## config.mk

```make
export PLATFORM = sky130hd
export DESIGN_NAME = encoder_distance_move_controller_unit_flat
export DESIGN_NICKNAME = d
export VERILOG_FILES = /design/src/hw/rtl/edmc_pkg.sv /design/src/hw/rtl/edmc_if.sv /design/src/hw/rtl/edmc_lane.sv /design/src/hw/rtl/edmc_merge.sv /design/src/hw/rtl/edmc_mul.sv /design/src/hw/rtl/encoder_distance_move_controller_unit.sv /design/src/flat_wrapper.sv
export SDC_FILE = /design/constraint.sdc
export NUM_CORES = 2
export LEC_CHECK = 0
export BUFFER_PORTS_ARGS = -buffer_cell sky130_fd_sc_hd__buf_4
export CAP_MARGIN = 0
export CORE_ASPECT_RATIO = 1.25
export CORE_MARGIN = 2
export CORE_UTILIZATION = 58
export DETAILED_ROUTE_END_ITERATION = 12
export MAX_ROUTING_LAYER = met4
export PLACE_DENSITY = 0.79
export SLEW_MARGIN = 20
export SYNTH_ARGS = -nofsm -noshare
export SYNTH_HDL_FRONTEND = slang
export SYNTH_SLANG_ARGS = --single-unit
export TNS_END_PERCENT = 100
```

## constraint.sdc

```tcl
create_clock -name clk -period 7.19 [get_ports clk]
set_clock_uncertainty 0.15 [all_clocks]
set_input_delay 1.0785 -clock clk [delete_from_list [all_inputs] [get_ports clk]]
set_output_delay 1.0785 -clock clk [all_outputs]
set_load 0.005 [all_outputs]
```

## src/hw/rtl/edmc_pkg.sv

```systemverilog
`default_nettype none
// ----------------------------------------------------------------------------
// edmc_pkg: shared types and constants
// Field widths, mode and register codes, lane weights and the wheel pattern
// of the encoder distance move controller.
// ----------------------------------------------------------------------------
package edmc_pkg;

	localparam int SPEED_W    = 8;
	localparam int TGT_W      = 17;
	localparam int TABS_W     = 16;
	localparam int MODE_W     = 3;
	localparam int ENC_W      = 32;
	localparam int NOW_W      = 32;
	localparam int DPC_W      = 20;
	localparam int TBASE_W    = 16;
	localparam int TPERCM_W   = 10;
	localparam int CFG_IDX_W  = 2;
	localparam int CFG_DATA_W = 20;
	localparam int KMUL_W     = 16;
	localparam int MULB_W     = DPC_W + KMUL_W;
	localparam int RHS_W      = TABS_W + 34;
	localparam int LIMP_W     = TABS_W + TPERCM_W;
	localparam int LIM_W      = LIMP_W - 4 + 1;
	localparam int LANES      = 4;

	localparam logic [KMUL_W-1:0] K_0888 = 16'd58196;

	localparam int SHIFT_STRAIGHT = 18;
	localparam int SHIFT_DIAG     = 17;
	localparam int SHIFT_SIDEWAYS = 34;

	typedef logic [MODE_W-1:0] mode_t;

	localparam mode_t MODE_STRAIGHT = 3'd1;
	localparam mode_t MODE_SIDEWAYS = 3'd2;
	localparam mode_t MODE_DIAG_A   = 3'd3;
	localparam mode_t MODE_DIAG_B   = 3'd4;

	localparam logic FUNC_START  = 1'b0;
	localparam logic FUNC_SAMPLE = 1'b1;

	typedef logic [CFG_IDX_W-1:0] cfg_idx_t;

	localparam cfg_idx_t CFG_DIST_PER_COUNT = 2'd0;
	localparam cfg_idx_t CFG_TIMEOUT_BASE   = 2'd1;
	localparam cfg_idx_t CFG_TIMEOUT_PER_CM = 2'd2;

	typedef logic [1:0] lane_idx_t;

	localparam lane_idx_t LANE_FL = 2'd0;
	localparam lane_idx_t LANE_FR = 2'd1;
	localparam lane_idx_t LANE_RL = 2'd2;
	localparam lane_idx_t LANE_RR = 2'd3;

	localparam logic signed [SPEED_W-1:0] SPEED_MIN = 8'sh80;
	localparam logic signed [SPEED_W-1:0] SPEED_MAX = 8'sh7F;

	typedef enum logic [1:0] {
		W_ZERO  = 2'd0,
		W_PLUS  = 2'd1,
		W_MINUS = 2'd2
	} weight_t;

	typedef struct packed {
		logic    load;
		weight_t weight;
	} lane_ctl_t;

	function automatic weight_t lane_weight(mode_t mode, lane_idx_t lane);
		weight_t w;
		case (mode)
			MODE_STRAIGHT: w = W_PLUS;
			MODE_SIDEWAYS: w = (lane == LANE_FL || lane == LANE_RR) ? W_MINUS : W_PLUS;
			MODE_DIAG_A:   w = (lane == LANE_FR || lane == LANE_RL) ? W_PLUS : W_ZERO;
			MODE_DIAG_B:   w = (lane == LANE_FL || lane == LANE_RR) ? W_PLUS : W_ZERO;
			default:       w = W_ZERO;
		endcase
		return w;
	endfunction

	function automatic logic signed [SPEED_W-1:0] wheel_drive(mode_t mode,
			logic signed [SPEED_W-1:0] s, lane_idx_t lane);
		logic signed [SPEED_W-1:0] neg;
		logic signed [SPEED_W-1:0] d;
		neg = (s == SPEED_MIN) ? SPEED_MAX : -s;
		case (lane_weight(mode, lane))
			W_PLUS:  d = s;
			W_MINUS: d = neg;
			default: d = '0;
		endcase
		return d;
	endfunction

endpackage
`default_nettype wire

```

## src/hw/rtl/edmc_if.sv

```systemverilog
`default_nettype none
// ----------------------------------------------------------------------------
// edmc_if: channel interfaces
// Command, status and configuration channels with valid/ready handshake.
// ----------------------------------------------------------------------------
interface edmc_cmd_if;
	logic                                  valid;
	logic                                  ready;
	logic                                  func;
	logic signed [edmc_pkg::SPEED_W-1:0]   speed;
	logic signed [edmc_pkg::TGT_W-1:0]     target_dist;
	logic        [edmc_pkg::MODE_W-1:0]    mode;
	logic signed [edmc_pkg::ENC_W-1:0]     enc_front_left;
	logic signed [edmc_pkg::ENC_W-1:0]     enc_front_right;
	logic signed [edmc_pkg::ENC_W-1:0]     enc_rear_left;
	logic signed [edmc_pkg::ENC_W-1:0]     enc_rear_right;
	logic        [edmc_pkg::NOW_W-1:0]     now_ms;

	modport source (output valid, func, speed, target_dist, mode, enc_front_left,
		enc_front_right, enc_rear_left, enc_rear_right, now_ms, input ready);
	modport sink (input valid, func, speed, target_dist, mode, enc_front_left,
		enc_front_right, enc_rear_left, enc_rear_right, now_ms, output ready);
endinterface

interface edmc_status_if;
	logic                                  valid;
	logic                                  ready;
	logic signed [edmc_pkg::SPEED_W-1:0]   drive_front_left;
	logic signed [edmc_pkg::SPEED_W-1:0]   drive_front_right;
	logic signed [edmc_pkg::SPEED_W-1:0]   drive_rear_left;
	logic signed [edmc_pkg::SPEED_W-1:0]   drive_rear_right;
	logic                                  moving;
	logic                                  finished;
	logic                                  reached;

	modport source (output valid, drive_front_left, drive_front_right, drive_rear_left,
		drive_rear_right, moving, finished, reached, input ready);
	modport sink (input valid, drive_front_left, drive_front_right, drive_rear_left,
		drive_rear_right, moving, finished, reached, output ready);
endinterface

interface edmc_cfg_if;
	logic                                  valid;
	logic                                  ready;
	logic [edmc_pkg::CFG_IDX_W-1:0]        index;
	logic [edmc_pkg::CFG_DATA_W-1:0]       data;

	modport source (output valid, index, data, input ready);
	modport sink (input valid, index, data, output ready);
endinterface
`default_nettype wire

```

## src/hw/rtl/edmc_lane.sv

```systemverilog
`default_nettype none
// ----------------------------------------------------------------------------
// edmc_lane: one wheel lane
// Forms the weighted count delta of one wheel against its baseline.
// ----------------------------------------------------------------------------
module edmc_lane #(
	parameter int COUNT_BITS = 32
) (
	input  logic                                clk,
	input  edmc_pkg::lane_ctl_t                 ctl,
	input  logic signed [edmc_pkg::ENC_W-1:0]   enc,
	input  logic        [COUNT_BITS-1:0]        base,
	output logic        [COUNT_BITS-1:0]        term_s1
);
	import edmc_pkg::*;

	logic [COUNT_BITS-1:0] enc_c;
	logic [COUNT_BITS-1:0] term_d;

	always_comb begin
		enc_c = COUNT_BITS'(enc);
		case (ctl.weight)
			W_PLUS:  term_d = enc_c - base;
			W_MINUS: term_d = base - enc_c;
			default: term_d = '0;
		endcase
	end

	always_ff @(posedge clk) begin
		if (ctl.load) begin
			term_s1 <= term_d;
		end
	end
endmodule
`default_nettype wire

```

## src/hw/rtl/edmc_merge.sv

```systemverilog
`default_nettype none
// ----------------------------------------------------------------------------
// edmc_merge: lane merge
// Adds the four lane terms modulo the count width.
// ----------------------------------------------------------------------------
module edmc_merge #(
	parameter int COUNT_BITS = 32
) (
	input  logic                  clk,
	input  logic                  load,
	input  logic [COUNT_BITS-1:0] term [4],
	output logic [COUNT_BITS-1:0] sum_s2
);
	always_ff @(posedge clk) begin
		if (load) begin
			sum_s2 <= (term[0] + term[1]) + (term[2] + term[3]);
		end
	end
endmodule
`default_nettype wire

```

## src/hw/rtl/edmc_mul.sv

```systemverilog
`default_nettype none
// ----------------------------------------------------------------------------
// edmc_mul: serial multiplier
// Shift-add multiplier, one bit of the second operand per cycle, MSB first.
// ----------------------------------------------------------------------------
module edmc_mul #(
	parameter int A_W = 32,
	parameter int B_W = 36
) (
	input  logic               clk,
	input  logic               arst_n,
	input  logic               start,
	input  logic [A_W-1:0]     a,
	input  logic [B_W-1:0]     b,
	output logic               busy,
	output logic [A_W+B_W-1:0] prod
);
	localparam int P_W   = A_W + B_W;
	localparam int CNT_W = $clog2(B_W + 1);

	logic [CNT_W-1:0] cnt_q;
	logic [A_W-1:0]   a_q;
	logic [B_W-1:0]   b_q;
	logic [P_W-1:0]   acc_q;

	assign busy = (cnt_q != '0);
	assign prod = acc_q;

	always_ff @(posedge clk or negedge arst_n) begin
		if (!arst_n) begin
			cnt_q <= '0;
		end else if (start) begin
			cnt_q <= CNT_W'(B_W);
		end else if (busy) begin
			cnt_q <= cnt_q - 1'b1;
		end
	end

	always_ff @(posedge clk) begin
		if (start) begin
			acc_q <= '0;
			a_q   <= a;
			b_q   <= b;
		end else if (busy) begin
			acc_q <= {acc_q[P_W-2:0], 1'b0} + (b_q[B_W-1] ? P_W'(a_q) : P_W'(0));
			b_q   <= {b_q[B_W-2:0], 1'b0};
		end
	end
endmodule
`default_nettype wire

```

## src/hw/rtl/encoder_distance_move_controller_unit.sv

```systemverilog
`default_nettype none
// ----------------------------------------------------------------------------
// encoder_distance_move_controller_unit: four-wheel move-by-distance control
// Start items latch baseline counts, target and timeout; sample items check
// the timeout, sum the wheel deltas in four lanes and test the distance.
// Start, idle, timeout and unknown-mode items go from accept to the done state;
// distance samples pass the lane, merge and multiply states, where they wait on
// the 36-step serial multiplier. A new item is taken only in the idle state.
// Reset: idle, no move, config registers at their defaults.
// ----------------------------------------------------------------------------
module encoder_distance_move_controller_unit #(
	parameter int COUNT_BITS = 32,
	parameter int TIME_BITS  = 32
) (
	input  logic          clk,
	input  logic          arst_n,
	edmc_cmd_if.sink      cmd,
	edmc_status_if.source status,
	edmc_cfg_if.sink      cfg
);
	import edmc_pkg::*;

	localparam int PROD_W = COUNT_BITS + MULB_W;
	localparam int CMP_W  = (PROD_W > RHS_W) ? PROD_W : RHS_W;
	localparam int LIMX_W = ((TIME_BITS > LIM_W) ? TIME_BITS : LIM_W) + 1;

	typedef enum logic [4:0] {
		S_IDLE  = 5'b00001,
		S_LANE  = 5'b00010,
		S_MERGE = 5'b00100,
		S_MULT  = 5'b01000,
		S_DONE  = 5'b10000
	} state_t;

	state_t                       state_q;
	logic [DPC_W-1:0]             dpc_q;
	logic [TBASE_W-1:0]           tbase_q;
	logic [TPERCM_W-1:0]          tpercm_q;
	logic [COUNT_BITS-1:0]        base_q [LANES];
	logic [TIME_BITS-1:0]         move_t0_q;
	logic [TIME_BITS-1:0]         limit_q;
	logic [TABS_W-1:0]            tabs_q;
	mode_t                        mode_q;
	logic signed [SPEED_W-1:0]    speed_q;
	logic                         active_q;
	logic                         fin_q;
	logic                         reach_q;
	logic [MULB_W-1:0]            mulb_q;
	logic                         out_valid_q;
	logic signed [SPEED_W-1:0]    drv_q [LANES];
	logic                         moving_q;
	logic                         finished_q;
	logic                         reached_q;

	logic                         cmd_acc;
	logic                         out_free;
	logic [TIME_BITS-1:0]         now_t;
	logic [TIME_BITS-1:0]         elapsed;
	logic                         timed_out;
	logic [TGT_W-1:0]             tgt_raw;
	logic [TGT_W-1:0]             tgt_mag;
	logic [TABS_W-1:0]            tabs_d;
	logic [LIMP_W-1:0]            lim_prod;
	logic [LIM_W-1:0]             lim_sum;
	logic [LIMX_W-1:0]            lim_ext;
	logic [LIMX_W-1:0]            tmax_ext;
	logic [TIME_BITS-1:0]         limit_d;
	logic                         mode_known;
	logic signed [ENC_W-1:0]      enc_now [LANES];
	lane_ctl_t                    lane_ctl [LANES];
	logic [COUNT_BITS-1:0]        term [4];
	logic [COUNT_BITS-1:0]        sum_s2;
	logic [COUNT_BITS-1:0]        mag;
	logic                         mul_busy;
	logic [PROD_W-1:0]            prod;
	logic [RHS_W-1:0]             rhs;
	logic                         reach_hit;

	assign cfg.ready = 1'b1;
	assign cmd.ready = (state_q == S_IDLE);
	assign cmd_acc   = cmd.valid && cmd.ready;
	assign out_free  = !out_valid_q || status.ready;

	assign enc_now[LANE_FL] = cmd.enc_front_left;
	assign enc_now[LANE_FR] = cmd.enc_front_right;
	assign enc_now[LANE_RL] = cmd.enc_rear_left;
	assign enc_now[LANE_RR] = cmd.enc_rear_right;

	always_comb begin
		now_t     = TIME_BITS'(cmd.now_ms);
		elapsed   = now_t - move_t0_q;
		timed_out = elapsed > limit_q;

		tgt_raw = cmd.target_dist;
		tgt_mag = tgt_raw[TGT_W-1] ? (TGT_W'(0) - tgt_raw) : tgt_raw;
		tabs_d  = tgt_mag[TGT_W-1] ? {TABS_W{1'b1}} : tgt_mag[TABS_W-1:0];

		lim_prod = LIMP_W'(tabs_d) * LIMP_W'(tpercm_q);
		lim_sum  = LIM_W'(tbase_q) + LIM_W'(lim_prod[LIMP_W-1:4]);
		lim_ext  = LIMX_W'(lim_sum);
		tmax_ext = LIMX_W'({TIME_BITS{1'b1}});
		limit_d  = (lim_ext > tmax_ext) ? {TIME_BITS{1'b1}} : lim_ext[TIME_BITS-1:0];

		mode_known = mode_q inside {MODE_STRAIGHT, MODE_SIDEWAYS, MODE_DIAG_A, MODE_DIAG_B};

		mag = sum_s2[COUNT_BITS-1] ? (COUNT_BITS'(0) - sum_s2) : sum_s2;

		case (mode_q)
			MODE_SIDEWAYS: rhs = RHS_W'(tabs_q) << SHIFT_SIDEWAYS;
			MODE_STRAIGHT: rhs = RHS_W'(tabs_q) << SHIFT_STRAIGHT;
			default:       rhs = RHS_W'(tabs_q) << SHIFT_DIAG;
		endcase
		reach_hit = CMP_W'(prod) >= CMP_W'(rhs);
	end

	for (genvar i = 0; i < LANES; i++) begin : g_lane
		assign lane_ctl[i] = '{load: cmd_acc && (cmd.func == FUNC_SAMPLE),
			weight: lane_weight(mode_q, lane_idx_t'(i))};

		edmc_lane #(
			.COUNT_BITS(COUNT_BITS)
		) u_lane (
			.clk     (clk),
			.ctl     (lane_ctl[i]),
			.enc     (enc_now[i]),
			.base    (base_q[i]),
			.term_s1 (term[i])
		);
	end

	edmc_merge #(
		.COUNT_BITS(COUNT_BITS)
	) u_merge (
		.clk    (clk),
		.load   (state_q == S_LANE),
		.term   (term),
		.sum_s2 (sum_s2)
	);

	edmc_mul #(
		.A_W(COUNT_BITS),
		.B_W(MULB_W)
	) u_mul (
		.clk    (clk),
		.arst_n (arst_n),
		.start  (state_q == S_MERGE),
		.a      (mag),
		.b      (mulb_q),
		.busy   (mul_busy),
		.prod   (prod)
	);

	always_ff @(posedge clk) begin
		if (state_q == S_LANE) begin
			mulb_q <= (mode_q == MODE_SIDEWAYS) ? (MULB_W'(dpc_q) * MULB_W'(K_0888))
				: MULB_W'(dpc_q);
		end
	end

	always_ff @(posedge clk or negedge arst_n) begin
		if (!arst_n) begin
			dpc_q    <= '0;
			tbase_q  <= TBASE_W'(2000);
			tpercm_q <= TPERCM_W'(50);
		end else if (cfg.valid && cfg.ready) begin
			case (cfg.index)
				CFG_DIST_PER_COUNT: dpc_q    <= cfg.data[DPC_W-1:0];
				CFG_TIMEOUT_BASE:   tbase_q  <= cfg.data[TBASE_W-1:0];
				CFG_TIMEOUT_PER_CM: tpercm_q <= cfg.data[TPERCM_W-1:0];
				default: ;
			endcase
		end
	end

	always_ff @(posedge clk or negedge arst_n) begin
		if (!arst_n) begin
			state_q      <= S_IDLE;
			for (int i = 0; i < LANES; i++) begin
				base_q[i] <= '0;
			end
			move_t0_q    <= '0;
			limit_q      <= '0;
			tabs_q       <= '0;
			mode_q       <= '0;
			speed_q      <= '0;
			active_q     <= 1'b0;
			fin_q        <= 1'b0;
			reach_q      <= 1'b0;
		end else begin
			case (state_q)
				S_IDLE: begin
					if (cmd_acc) begin
						fin_q   <= 1'b0;
						reach_q <= 1'b0;
						if (cmd.func == FUNC_START) begin
							for (int i = 0; i < LANES; i++) begin
								base_q[i] <= COUNT_BITS'(enc_now[i]);
							end
							move_t0_q    <= now_t;
							limit_q      <= limit_d;
							tabs_q       <= tabs_d;
							mode_q       <= cmd.mode;
							speed_q      <= cmd.speed;
							active_q     <= 1'b1;
							state_q      <= S_DONE;
						end else if (!active_q) begin
							state_q <= S_DONE;
						end else if (timed_out) begin
							active_q <= 1'b0;
							fin_q    <= 1'b1;
							state_q  <= S_DONE;
						end else if (!mode_known) begin
							state_q <= S_DONE;
						end else begin
							state_q <= S_LANE;
						end
					end
				end
				S_LANE: begin
					state_q <= S_MERGE;
				end
				S_MERGE: begin
					state_q <= S_MULT;
				end
				S_MULT: begin
					if (!mul_busy) begin
						if (reach_hit) begin
							active_q <= 1'b0;
							fin_q    <= 1'b1;
							reach_q  <= 1'b1;
						end
						state_q <= S_DONE;
					end
				end
				S_DONE: begin
					if (out_free) begin
						state_q <= S_IDLE;
					end
				end
				default: begin
					state_q <= S_IDLE;
				end
			endcase
		end
	end

	always_ff @(posedge clk or negedge arst_n) begin
		if (!arst_n) begin
			out_valid_q <= 1'b0;
		end else if (state_q == S_DONE && out_free) begin
			out_valid_q <= 1'b1;
		end else if (status.ready) begin
			out_valid_q <= 1'b0;
		end
	end

	always_ff @(posedge clk) begin
		if (state_q == S_DONE && out_free) begin
			for (int i = 0; i < LANES; i++) begin
				drv_q[i] <= active_q ? wheel_drive(mode_q, speed_q, lane_idx_t'(i))
					: SPEED_W'(0);
			end
			moving_q   <= active_q;
			finished_q <= fin_q;
			reached_q  <= reach_q;
		end
	end

	assign status.valid             = out_valid_q;
	assign status.drive_front_left  = drv_q[LANE_FL];
	assign status.drive_front_right = drv_q[LANE_FR];
	assign status.drive_rear_left   = drv_q[LANE_RL];
	assign status.drive_rear_right  = drv_q[LANE_RR];
	assign status.moving            = moving_q;
	assign status.finished          = finished_q;
	assign status.reached           = reached_q;
endmodule
`default_nettype wire

```

## src/flat_wrapper.sv

```systemverilog
// flat-port wrapper written by rule: the top's interface ports become plain ports
module encoder_distance_move_controller_unit_flat import edmc_pkg::*;
#(
	parameter int COUNT_BITS = 32,
	parameter int TIME_BITS  = 32
)
  (clk, arst_n, cmd_valid, cmd_func, cmd_speed, cmd_target_dist, cmd_mode, cmd_enc_front_left, cmd_enc_front_right, cmd_enc_rear_left, cmd_enc_rear_right, cmd_now_ms, cmd_ready, status_valid, status_drive_front_left, status_drive_front_right, status_drive_rear_left, status_drive_rear_right, status_moving, status_finished, status_reached, status_ready, cfg_valid, cfg_index, cfg_data, cfg_ready);
  edmc_cmd_if cmd_i ();
  edmc_status_if status_i ();
  edmc_cfg_if cfg_i ();
  input  logic clk;
  input  logic arst_n;
  input wire logic [$bits(cmd_i.valid)-1:0] cmd_valid;
  input wire logic [$bits(cmd_i.func)-1:0] cmd_func;
  input wire logic [$bits(cmd_i.speed)-1:0] cmd_speed;
  input wire logic [$bits(cmd_i.target_dist)-1:0] cmd_target_dist;
  input wire logic [$bits(cmd_i.mode)-1:0] cmd_mode;
  input wire logic [$bits(cmd_i.enc_front_left)-1:0] cmd_enc_front_left;
  input wire logic [$bits(cmd_i.enc_front_right)-1:0] cmd_enc_front_right;
  input wire logic [$bits(cmd_i.enc_rear_left)-1:0] cmd_enc_rear_left;
  input wire logic [$bits(cmd_i.enc_rear_right)-1:0] cmd_enc_rear_right;
  input wire logic [$bits(cmd_i.now_ms)-1:0] cmd_now_ms;
  output wire logic [$bits(cmd_i.ready)-1:0] cmd_ready;
  output wire logic [$bits(status_i.valid)-1:0] status_valid;
  output wire logic [$bits(status_i.drive_front_left)-1:0] status_drive_front_left;
  output wire logic [$bits(status_i.drive_front_right)-1:0] status_drive_front_right;
  output wire logic [$bits(status_i.drive_rear_left)-1:0] status_drive_rear_left;
  output wire logic [$bits(status_i.drive_rear_right)-1:0] status_drive_rear_right;
  output wire logic [$bits(status_i.moving)-1:0] status_moving;
  output wire logic [$bits(status_i.finished)-1:0] status_finished;
  output wire logic [$bits(status_i.reached)-1:0] status_reached;
  input wire logic [$bits(status_i.ready)-1:0] status_ready;
  input wire logic [$bits(cfg_i.valid)-1:0] cfg_valid;
  input wire logic [$bits(cfg_i.index)-1:0] cfg_index;
  input wire logic [$bits(cfg_i.data)-1:0] cfg_data;
  output wire logic [$bits(cfg_i.ready)-1:0] cfg_ready;
  assign cmd_i.valid = cmd_valid;
  assign cmd_i.func = cmd_func;
  assign cmd_i.speed = cmd_speed;
  assign cmd_i.target_dist = cmd_target_dist;
  assign cmd_i.mode = cmd_mode;
  assign cmd_i.enc_front_left = cmd_enc_front_left;
  assign cmd_i.enc_front_right = cmd_enc_front_right;
  assign cmd_i.enc_rear_left = cmd_enc_rear_left;
  assign cmd_i.enc_rear_right = cmd_enc_rear_right;
  assign cmd_i.now_ms = cmd_now_ms;
  assign cmd_ready = cmd_i.ready;
  assign status_valid = status_i.valid;
  assign status_drive_front_left = status_i.drive_front_left;
  assign status_drive_front_right = status_i.drive_front_right;
  assign status_drive_rear_left = status_i.drive_rear_left;
  assign status_drive_rear_right = status_i.drive_rear_right;
  assign status_moving = status_i.moving;
  assign status_finished = status_i.finished;
  assign status_reached = status_i.reached;
  assign status_i.ready = status_ready;
  assign cfg_i.valid = cfg_valid;
  assign cfg_i.index = cfg_index;
  assign cfg_i.data = cfg_data;
  assign cfg_ready = cfg_i.ready;
  encoder_distance_move_controller_unit #(.COUNT_BITS(COUNT_BITS), .TIME_BITS(TIME_BITS)) u_core (.clk(clk), .arst_n(arst_n), .cmd(cmd_i), .status(status_i), .cfg(cfg_i));
endmodule
```

==> qor.yml <==
drt:
  avgRoutedWirePerCell_um: 20.1
  drt_iter0_drc: 3041
  routed_wl_mm: 144
  ant_nets: 0
  post-route-drc-count: 0
  vias: 42500
  viasPerCell: 5.94
  drt_first_pass_iters: 6
worst_setup_path:
  regToRegStartpoint: "u_core.tpercm_q[2]"
  rrSetupSlack_ns: -0.18
  crit_path_max_fanout: 5
  r2r_end: "u_core.limit_q[20]"
  cp.arrival_ns: 9.03
  startpoint: "cmd_target_dist[9]"
  crit_path_max_incr_delay_ns: 0.61
  slowest_stage: "or4_4"
  worstSetupStartpointType: "primary input"
  crit_path_end_kind: "flop"
  cpMostUsedCell: "fa_1"
  ff2ff_path_depth: 32
  crit_end: "u_core.limit_q[20]"
  crit_required_ns: 7.53
  crit_type: "primary input to flop"
cells_and_area:
  area_delta_synth_final_pct: 15.1
  fillers: 7089
  seqCellArea_mm2: 0.0167
  multi_input_area_mm2: 0.0342
  layout.nets: 6983
  stdcell_area_mm2: 0.0609
  drive_gt1_share_pct: 17.3
floorplanning:
  die_w_um: 274
  ios: 254
  core-area_mm2: 0.0902
  initial_core_util_pct: 58.7
  rows: 123
  chipHeight_um: 342
  die_area_mm2: 0.0936
placement:
  place_congestion: 0.971
  place_ws_ns: -2.21
  dp_hpwl_mm: 111
  dpl_cell_area_mm2: 0.0574
  port_buffers: 252
sta:
  period_share_pct: 121
  rsz0062_at_grt: "true"
  max_slew_margin_pct: 22.5
  setup_slack_ns: -1.51
  fmax_mhz: 115
  hold_viol: 0
  drv_slew: 0
  tns_ns: -17.19
  worst_pin_slew_ns: 1.16
  period_needed_ns: 8.70
  setup_viol: 18
yosys:
  yosys-top-cells-count: "ha_1 (589), nand2_1 (555), inv_1 (554)"
  yosysSeqAreaShare_pct: 31.5
  synth_edf_count: 283
  synthFlopType: "edfxtp_1"
  syn_inst: 5524
  synth.avg_cell_area_um2: 9.58
  yosys_warnings: 0
  async_reset_ff_share_pct: 43.6
  synth.area.top_cells: "edfxtp_1 (16%), ha_1 (14%), dfrtp_1 (12%)"
  synth_fp_nets: 6603
  synth_area_mm2: 0.0529
  synth.most_common_cell: "ha_1"
  yosysUniqueCellTypes: 112
  yosysTopAreaCell: "edfxtp_1"
  ys_ff_latch: 622
  synth_top_area_share_pct: 16.1
clocking:
  cts_buffers: 72
  clock_sinks: 622
  holdBufCountCts: 0
  worstSkewPairLatency_ns: 0.64
  cts_tree: "built"
  cts.path.max_buffers: 3
  root_buffer: "clkbuf_16"
  cts-htree-levels: 3
  cts.clk_slew.worst_paths_ns: 0.06
global_routing:
  grtUsageTotal_pct: 31.6
  grt_pass1_vias: 43000
  grt_overflow: 0
  antenna_found_initial: 6
  grt_max_degree: 187
  grt_pass1_wl_mm: 228
hold_path:
  hold_path_class: "primary input to asynchronous set/reset pin"
outcome:
  status: "finished, violations left"
  violations: "negative setup slack"
flow_run:
  maxCapViolations: 0
==> registers in the layout (all words and copies together) (netlist names), 3 cells and up <==
name	flops
u_core.base_q	128
u_core.dpc_q	20
u_core.drv_q	16
u_core.g_lane.u_lane.term_s1	128
u_core.limit_q	23
u_core.mode_q	3
u_core.move_t0_q	32
u_core.mulb_q	36
u_core.speed_q	8
u_core.state_q	5
u_core.tabs_q	16
u_core.tbase_q	16
u_core.tpercm_q	10
u_core.u_merge.sum_s2	32
u_core.u_mul.a_q	32
u_core.u_mul.b_q	36
u_core.u_mul.cnt_q	6
u_core.u_mul.prod	68
==> per-stage QoR <==
stage                     utilization, %  hold slack (ns)  std cells
final                               67.5            0.240       7157
after global placement              63.7            0.287       6978
after floorplan                        -            0.276       5524
after detailed placement            63.7            0.286       6978
after global routing                67.5            0.293       7157
after CTS                           66.9            0.283       7136
==> repair_timing <==
| action | 4_1_cts | 5_1_grt |
|---|---|---|
| cloned | 1 | 0 |
| setup endpoints to repair | 18 | 20 |
| gates resized for setup | 62 | 83 |
| pin swaps | 75 | 59 |
| buffers inserted | 23 | 18 |
==> logic make-up after synthesis <==
kind of cell	synth area share, %
flip-flops	31.5
XOR/XNOR	4.97
other	0.00709
multiplexers	3.55
AND/OR/NAND/NOR	13.1
AO/OA/AOI/OAI	17.0
buffers and inverters	5.64
adder cells (fa/ha/maj)	24.3
==> cell type report <==
type | instances | area share, %
timing repair buffer | 514 | 6.62
clock buffer | 98 | 3.35
clock inverter | 36 | 0.688
tap | 1187 | 2.44
inverter | 557 | 3.44
sequential | 622 | 27.3
multi-input combinational | 4137 | 56.1
antenna | 6 | 0.0247
==> worst min-delay path by stage <==
stage / end / cells after the start / from
2_1_floorplan: u_core.status.finished / 0 / u_core.fin_q
3_3_place_gp: u_core.u_mul.prod[67] / 2 / u_core.u_mul.prod[67]
3_5_place_dp: u_core.status.reached / 0 / u_core.reach_q
4_1_cts: u_core.base_q[119] / 1 / arst_n
5_1_grt: u_core.base_q[119] / 1 / arst_n
6_report: u_core.base_q[119] / 1 / arst_n
==> critical path, delay by kind of cell <==
kind	cells	cell delay, ns
AO/OA/AOI/OAI	6	0.80
XOR/XNOR	3	0.46
adder cells (fa/ha/maj)	7	3.19
buffers and inverters	7	0.63
AND/OR/NAND/NOR	14	2.87
==> cell usage in the layout, fill, tap and decap left out, drive strengths merged, types with 23 or more instances in the layout <==
cell	instances
xor2	130
and2	139
nand2b	40
a31oi	34
dfrtp	261
nand4	48
o21a	42
o211ai	23
or2	26
nand2	555
o21bai	51
dfxtp	68
a21oi	368
o21ai	305
nor2b	45
inv	562
and3	61
clkbuf	98
edfxtp	283
ha	589
clkinv	24
fa	274
or3	32
nor2	268
nand3	79
buf	514
nor3	78
a22oi	36
a21o	220
a211oi	47
mux2	164
a221oi	43
xnor2	167
==> layer usage <==
metal  track usage (%)  vias up  wire, µm
met5                 -        -         0
met4              14.2        0      7590
met3              4.39      352      8220
met2              53.5     1288     71400
met1              37.4    20700     56900
li1                  -    20100         -
Power is left out: the tool's default activity adds up to more than one toggle a clock period on the data nets, which glitch-free logic cannot reach.
